File: config.mk
export PLATFORM = sky130hd
export DESIGN_NAME = bcd_ctrl
export DESIGN_NICKNAME = d
export VERILOG_FILES = /design/src/sv/bcd_pkg.sv /design/src/sv/bcd_ctrl.sv
export SDC_FILE = /design/constraint.sdc
export NUM_CORES = 1
export LEC_CHECK = 0
export BUFFER_PORTS_ARGS = -buffer_cell sky130_fd_sc_hd__buf_4
export CORE_AREA = 2 2 39 41
export DETAILED_ROUTE_END_ITERATION = 10
export DIE_AREA = 0 0 41 43
export MAX_ROUTING_LAYER = met4
export PLACE_DENSITY = 0.47
export SETUP_SLACK_MARGIN = 0.05
export SKIP_CTS_REPAIR_TIMING = 1
export SYNTH_ARGS = -nofsm -noshare
export SYNTH_HDL_FRONTEND = slang
export SYNTH_SLANG_ARGS = --single-unit
export TNS_END_PERCENT = 1
File: constraint.sdc
create_clock -name clock -period 1.05 [get_ports clock]
set_input_delay 0.21 -clock clock [delete_from_list [all_inputs] [get_ports clock]]
set_output_delay 0.21 -clock clock [all_outputs]
set_load 0.01 [all_outputs]
File: src/sv/bcd_pkg.sv
// Shared types and constants for the block cache directory.
// Holds the controller/datapath command and status structs and the status codes.
// No dependencies.
package bcd_pkg;

   localparam int KEY_W   = 48;
   localparam int BLK_W   = 6;
   localparam int AUX_W   = 16;
   localparam int PAIRS_W = 20;
   localparam int DEV_W   = 4;
   localparam int CNT_W   = 32;
   localparam int TALLY_W = 7;
   localparam int IDXO_W  = 6;

   localparam logic [1:0] STATUS_OK       = 2'd0;
   localparam logic [1:0] STATUS_MISMATCH = 2'd1;
   localparam logic [1:0] STATUS_FULL     = 2'd2;
   localparam logic [1:0] STATUS_NEG_IDX  = 2'd3;

   typedef struct packed {
      logic [KEY_W-1:0]   key;
      logic [AUX_W-1:0]   aux_rows;
      logic [PAIRS_W-1:0] pair_count;
      logic [DEV_W-1:0]   device;
   } bcd_record_type;

   typedef struct packed {
      logic [CNT_W-1:0] access;
      logic [CNT_W-1:0] refresh;
   } bcd_counts_type;

   typedef struct packed {
      logic load;
      logic scan;
      logic hit_rd;
      logic hit_wr;
      logic append;
      logic tally_wr;
      logic full_rsp;
   } bcd_cmd_type;

   typedef struct packed {
      logic found;
      logic exhausted;
      logic full;
      logic tally_needed;
   } bcd_status_type;

endpackage

File: src/sv/bcd_ctrl.sv
// Controller state machine of the block cache directory.
// Sequences search, hit update, append and tally update; uses bcd_pkg.
module bcd_ctrl
   import bcd_pkg::*;
(
   input  logic           clock,
   input  logic           reset,
   input  logic           start,
   input  bcd_status_type stat,
   output bcd_cmd_type    cmd,
   output logic           busy
);

   typedef enum logic [2:0] {
      S_IDLE,
      S_SCAN,
      S_HIT_RD,
      S_HIT_WR,
      S_MISS,
      S_TALLY
   } state_type;

   state_type state_ff, state_in;
   logic      busy_ff;

   always_comb begin
      cmd      = '0;
      state_in = state_ff;
      unique case (state_ff)
         S_IDLE: begin
            if (start && !busy_ff) begin
               cmd.load = 1'b1;
               state_in = S_SCAN;
            end
         end
         S_SCAN: begin
            cmd.scan = 1'b1;
            priority if (stat.found) begin
               state_in = S_HIT_RD;
            end else if (stat.exhausted) begin
               state_in = S_MISS;
            end
         end
         S_HIT_RD: begin
            cmd.hit_rd = 1'b1;
            state_in   = S_HIT_WR;
         end
         S_HIT_WR: begin
            cmd.hit_wr = 1'b1;
            state_in   = S_IDLE;
         end
         S_MISS: begin
            if (stat.full) begin
               cmd.full_rsp = 1'b1;
               state_in     = S_IDLE;
            end else begin
               cmd.append = 1'b1;
               state_in   = stat.tally_needed ? S_TALLY : S_IDLE;
            end
         end
         S_TALLY: begin
            cmd.tally_wr = 1'b1;
            state_in     = S_IDLE;
         end
         default: begin
            state_in = S_IDLE;
         end
      endcase
   end

   always_ff @(posedge clock) begin
      if (reset) begin
         state_ff <= S_IDLE;
         busy_ff  <= 1'b0;
      end else begin
         state_ff <= state_in;
         busy_ff  <= (state_in != S_IDLE);
      end
   end

   assign busy = busy_ff;

endmodule

[Word-level counts from Yosys, hierarchy flattened]
Cells that the tools add are included.
Storage, ports and cells
  register bits after elaboration: 4
  bits of input ports: 7
Operators by class
  reductions and logical operators: 4
  equality and inequality tests: 5
  mux-type cells: 16
Operators by type and width (number)
  two-way mux 3 bit: 5
  case mux 3 bit (4 select lines): 1
  two-way mux 1 bit: 10
  == test 3 x 2 -> 1 bit, second input constant: 2
  == test 3 bit, second input constant: 2
  == test 3 x 1 -> 1 bit, second input constant: 1
  logical NOT 3 bit: 1
  nonzero test 3 bit: 1
  logical AND 1 bit: 1
  logical NOT 1 bit: 1

[Longest topological paths before layout]
Gate-level depths: netlist of run 1.
  depth after elaboration: 5
  depth in mapped cells: 5

[Least setup slack after synthesis of run 1]
Ideal clock, no wire load.
  path type: register -> register
  start: register state_ff[0]
  end: register state_ff[2]
  stages on the path, launching flop included: 6
  required time: 991 ps
  clock period less this slack: 1226 ps
  buffers on the path: 1
  arrival time: 1167 ps
  path slack: -176 ps
  cells stage by stage: dfxtp_1 buf_6 nor4b_2 nand2_1 o21ai_1 and2_1
On the way
  longest elaborated chain between the ends: 2
Ends and longest elaborated chain
  from (decl): RTL line bcd_ctrl.sv:23  | state_type state_ff, state_in;
  from (signal assigned): RTL line bcd_ctrl.sv:76  | state_ff <= state_in;
  == test 3 bit (tied with other cells): RTL line bcd_ctrl.sv:29  | unique case (state_ff)
  case mux 3 bit (4 select lines) (*): RTL line bcd_ctrl.sv:29
Every way passes the cells marked *; elsewhere a longest branch is shown, timed or not.
A chain may end at the register's enable or synchronous reset.

==> results of run 1 <==
==> power by group through the flow <==
stage | Sequential (mW) | Combinational, mW | Clock (mW)
global route | 0.198 | 0.282 | 0.213
detailed placement | 0.197 | 0.205 | 0
CTS | 0.194 | 0.206 | 0.191
floorplan | 0.189 | 0.118 | 0
finish | 0.194 | 0.259 | 0.188
global placement | 0.197 | 0.206 | 0
==> state kept, by name, indices dropped and copies added, names as in the netlist <==
signal,cells
busy,1
state_ff,3
==> placed cells by master, fill, tap and decap left out, drive strengths merged <==
cell	n
a211o	1
a21o	1
and2	2
and3	1
buf	21
clkbuf	3
dfxtp	4
inv	2
maj3	1
nand2	1
nand2b	2
nand3	1
nand3b	1
nor2	3
nor3	1
nor3b	1
nor4	1
nor4b	1
nor4bb	1
o211ai	1
o21ai	2
or3	1
==> critical path, delay by kind of cell, from the launching register on <==
kind	cells	cell delay, ns
and+or+nand+nor	1	0.24
DFF	1	0.35
buffers and inverters	2	0.29
==> cells by family (layout without fill, tap and decap cells) <==
family	count (synthesis)	count (layout)	synth area share [%]
AOI/OAI and AO/OA	5	5	14.2
DFF	4	4	28.3
buffers and inverters	4	26	10.6
adders and majority gates	1	1	3.54
and+or+nand+nor	17	17	43.4
==> through the flow <==
stage                     power [mW]  setup WS [ns]  utilization [%]
after floorplan                0.307         -0.121                -
final                          0.641         -0.271             39.4
after CTS                      0.591         -0.385             33.2
after global placement         0.403         -0.166             31.6
after detailed placement       0.402         -0.154             31.6
after global routing           0.693         -0.350             39.4
==> layout make-up <==
type                       count  area (µm²)
multi-input combinational     23         230
tap                           16        20.0
inverter                       2        7.51
sequential                     4        91.3
clock buffer                   3        22.5
timing repair buffer          21         174
fill                         152         838
==> path summary, 6_finish.rpt <==
kind,start,to,slack (ns),cells after the start
worst max register to register,state_ff[0],state_ff[0],-0.15,5
worst max-delay path,state_ff[0],cmd[0],-0.27,3
worst min-delay path,reset,state_ff[1],0.16,2
worst min register to register,state_ff[2],state_ff[1],0.60,2
==> routing by layer <==
metal / track usage [%] / vias up
met2: 14.1 / 9
li1: - / 153
met4: 6.00 / 0
met5: - / -
met3: 3.14 / 0
met1: 11.5 / 130
==> key figures, run 1 <==
Setup path
  • Largest stage delay, worst path: 0.35 ns
  • Crit path kind: register to primary output
  • CP Data Required Time: 0.84 ns
  • Crit-path cells: buf_12 > nor4bb_4 > buf_4
  • CP max stage cell: dfxtp_4
  • Crit. End Element: primary output
  • Crit path DAT: 1.11 ns
  • Crit path max fanout: 6
  • CP Launch Type: register

Placement
  • Placed Area: 437 µm²
  • Port-buffer cells: 14
  • Hpwl dp: 530 µm
  • Placer Congestion: 0.607
  • Placed Cells: 63

Synth
  • Share of the synthesized area in the top cell type: 28.3%
  • Seq/Total Area, Yosys: 28.3%
  • Syn Area/Cell: 9.12 µm²
  • Count leader, synth: dfxtp_1
  • Synth top area cells: dfxtp_1, buf_6, nor4b_2
  • Synth async-reset ratio: 0%
  • Synthesized area: 283 µm²
  • Commonest cells post-synth: dfxtp_1, nor2_1, and2_1, buf_6, o21ai_1
  • #FFs+latches synth: 4
  • Syn nets: 38
  • Post-synth EDFFs: 0
  • Post-Syn Instances: 31
  • Largest area contributor in the netlist: dfxtp_1
  • Top_reg_cell synth: dfxtp_1
  • Synth unique cells: 23
  • Synth warn: 0

STA
  • Fraction of the cycle the final worst path needs: 126%
  • FMAX: 757 MHz
  • RSZ-0062 raised after global routing: yes
  • Slew @ Worst Pin: 0.204 ns
  • Final Hold Violating Endpoints: 0
  • Slew Limit Fails: 0
  • Final TNS setup: -1.99 ns
  • Worst setup margin: -0.271 ns
  • Clk_skew: 0.000743 ns
  • Final min period: 1.32 ns
  • Worst hold slack: 0.163 ns
  • Endpoints failing setup: 10
  • Slew HR: 86.4%

Pwr
  • PD cells: 1170 mW/mm²
  • Clock share of power: 29.3%
  • Sw Ratio: 29.2%
  • Net switching power: 0.187 mW
  • Maximum vdd drop: 0.421 mV
  • Leak: 0.249 nW
  • Comb pwr share: 40.4%
  • Sequential Power Share: 30.3%
  • Cell internal pwr: 0.453 mW

GRT
  • Initial antenna violation count: 0
  • GRT Overall Usage: 9.87%
  • Pin count of the biggest net entering global routing: 9
  • First-pass GRT wire length: 1120 µm
  • GR Overflow Total: 0
  • Number of global-route vias before repair: 288

CTS
  • Worst skew pair latency: 0.23 ns
  • CTS HTree Levels: 1
  • TritonCTS clock tree: yes
  • TritonCTS Buffers: 3
  • Clk pin slew, worst setup/hold paths: 0.04 ns
  • CTS root buf: clkbuf_4
  • CTS max path bufs: 2
  • Sink Count: 4

Route
  • Post-route ant nets: 0
  • First DRT Iteration DRCs: 2
  • First drt pass iteration count: 2
  • Via count: 292
  • Vias per cell: 4.23
  • Total Routed Length: 724 µm
  • Top layer reached by signal wires: met3
  • DR WL met3: 50 µm
  • DRT met1 WL: 303 µm
  • Drt wl/cell: 10.5 µm
  • Met2 wire len: 369 µm
  • DRC: 0

Die
  • Die Wd: 41 µm
  • Die area: 0.00176 mm²
  • Io pins: 15
  • Site row count: 14
  • Chip Height: 43 µm
  • Core region area: 0.00138 mm²
  • Starting Density: 20.4%

Final layout
  • # nets final: 62
  • Synth-to-Final Area Change: 92.9%
  • Post-Layout Inst Area: 546 µm²
  • Final Instance Count excl. Fillers: 69
  • Number of antenna diodes: 0
  • Layout cells sized above 1: 77.4%

Status
  • Failing checks: setup timing
  • Outcome: complete, but fails checks

Flow run
  • # Max-Cap Violations: 0

Hold path
  • Hold Crit Class: input port to register
Power figures use the tool's default switching activity.
==> run 2: changes to the inputs <==
- REMOVE_ABC_BUFFERS: default -> 1
==> key figures, run 2 (synthesized netlist as in run 1, its figures left out) <==
Status
  • Outcome: complete, but fails checks
  • Failing checks: setup timing

Hold path
  • Hold Crit Class: input port to register

Route
  • Via count: 292 (unchanged)
  • Vias per cell: 4.29 (+1.5%)
  • First drt pass iteration count: 1 (-1)
  • Drt wl/cell: 9.59 µm (-8.6%)
  • First DRT Iteration DRCs: 0 (-2)
  • Post-route ant nets: 0 (unchanged)
  • Total Routed Length: 652 µm (-9.9%)
  • DRC: 0 (unchanged)

Flow run
  • # Max-Cap Violations: 0 (unchanged)

Final layout
  • Commonest non-fill, non-tap cell in the layout: buf_4
  • Most frequent cells in the layout: buf_4, nor2_1, clkbuf_4, buf_6
  • Final Instance Count excl. Fillers: 68 (-1.4%)
  • # nets final: 61 (-1.6%)
  • Number of antenna diodes: 0 (unchanged)
  • Biggest register: state_ff
  • Synth-to-Final Area Change: 79.2%
  • Layout cells sized above 1: 71.2% (-6.2 points)
  • Max reg flops: 3 (unchanged)

Setup path
  • Crit-path cells: buf_6 > nor4_4 > buf_4
  • Crit. End Element: primary output
  • Crit path max fanout: 6 (unchanged)
  • CP max stage cell: dfxtp_4
  • Crit path kind: register to primary output
  • Top delay family on crit path: flip-flops
  • CP Data Required Time: 0.84 ns (about the same)
  • Bufs and invs on worst path: 2 (unchanged)
  • Crit path DAT: 1.12 ns (about the same)
  • Largest stage delay, worst path: 0.36 ns (about the same)
  • CP Launch Type: register

Pwr
  • PD cells: 1210 mW/mm² (+2.9%)
  • Leak: 0.239 nW (-4.2%)
  • Maximum vdd drop: 0.468 mV (+11%)
  • Power, Total: 0.612 mW (-4.4%)

STA
  • Clk_skew: 0.00320 ns (+0.00245 ns)
  • Worst setup margin: -0.278 ns (-0.00719 ns)
  • FMAX: 753 MHz (-0.54%)
  • Slew @ Worst Pin: 0.242 ns (+0.0381 ns)
  • Slew HR: 83.8% (-2.5 points)
  • Final Hold Violating Endpoints: 0 (unchanged)
  • Endpoints failing setup: 10 (unchanged)
  • Final min period: 1.33 ns (+0.00719 ns)
  • Slew Limit Fails: 0 (unchanged)
  • RSZ-0062 raised after global routing: yes
  • Worst hold slack: 0.155 ns (-0.00809 ns)
  • Fraction of the cycle the final worst path needs: 127% (+0.68 points)

GRT
  • GR Overflow Total: 0 (unchanged)
  • Initial antenna violation count: 0 (unchanged)
  • Number of global-route vias before repair: 245 (-15%)
  • Pin count of the biggest net entering global routing: 9 (unchanged)
  • First-pass GRT wire length: 903 µm (-20%)
  • GRT Overall Usage: 8.02% (-1.8 points)

Die
  • Core region area: 0.00138 mm² (unchanged)
  • Die Wd: 41 µm (unchanged)
  • Die area: 0.00176 mm² (unchanged)
  • Starting Density: 20.4% (unchanged)
  • Chip Height: 43 µm (unchanged)
  • Site row count: 14 (unchanged)
  • Io pins: 15 (unchanged)

CTS
  • TritonCTS clock tree: yes
  • Worst skew pair latency: 0.23 ns (about the same)
  • Sink Count: 4 (unchanged)
  • CTS HTree Levels: 1 (unchanged)
  • CTS root buf: clkbuf_4
  • Clk pin slew, worst setup/hold paths: 0.04 ns (about the same)
  • CTS max path bufs: 2 (unchanged)
  • TritonCTS Buffers: 3 (unchanged)

Placement
  • Pre-CTS setup slack: -0.167 ns (-0.0127 ns)
  • Placer Congestion: 0.626 (+3.3%)
  • Placed Cells: 64 (+1.6%)
  • Port-buffer cells: 14 (unchanged)
  • Hpwl dp: 526 µm (-0.81%)
## run 2: path summary, 6_finish.rpt
| check | depth (start not counted) | slack (ns) | end | from |
|---|---|---|---|---|
| hold / removal | 2 | 0.16 | state_ff[1] | reset |
| setup reg to reg | 5 | -0.16 | state_ff[0] | state_ff[0] |
| hold reg to reg | 2 | 0.61 | state_ff[1] | state_ff[2] |
| setup / recovery | 3 | -0.28 | cmd[6] | state_ff[0] |
## run 2: power breakdown
group	switching, mW	total, mW	internal [mW]
Clock	0.0576	0.185	0.128
Sequential	0.0249	0.197	0.172
Combinational	0.0880	0.230	0.142
## run 2: worst reg2reg max path, cell delays in order, from the launching register on
cell and delay (ns):
dfxtp_4 0.37, buf_4 0.12, nand2b_4 0.05, or3_4 0.35, o211ai_2 0.14, and2_1 0.13
## run 2: area by class of cell
cell class	instances	area, µm²
flip-flops and latches	4	88.8
multi-input cells	23	204
inverters	2	10.0
fillers	145	877
clock buffers	3	22.5
well taps	16	20.0
repair buffers	20	161
## run 2: routing by layer
layer  global-route usage (%)  part of all wire [%]  vias to the layer above
li1                         -                     -                      153
met4                     6.00                     0                        0
met5                        -                     0                        -
met1                     8.01                    43                      129
met2                     12.8                    50                       10
met3                     1.57                   7.4                        0
## run 2: metrics by stage
| step | cell area (µm²) | TNS [ns] | utilization, % |
|---|---|---|---|
| 2_1_floorplan | 260 | -0.533 | - |
| 3_3_place_gp | 423 | -1.01 | 30.6 |
| 3_5_place_dp | 423 | -0.996 | 30.6 |
| 4_1_cts | 445 | -2.83 | 32.2 |
| 5_1_grt | 507 | -2.61 | 36.6 |
| 6_report | 507 | -2.06 | 36.6 |
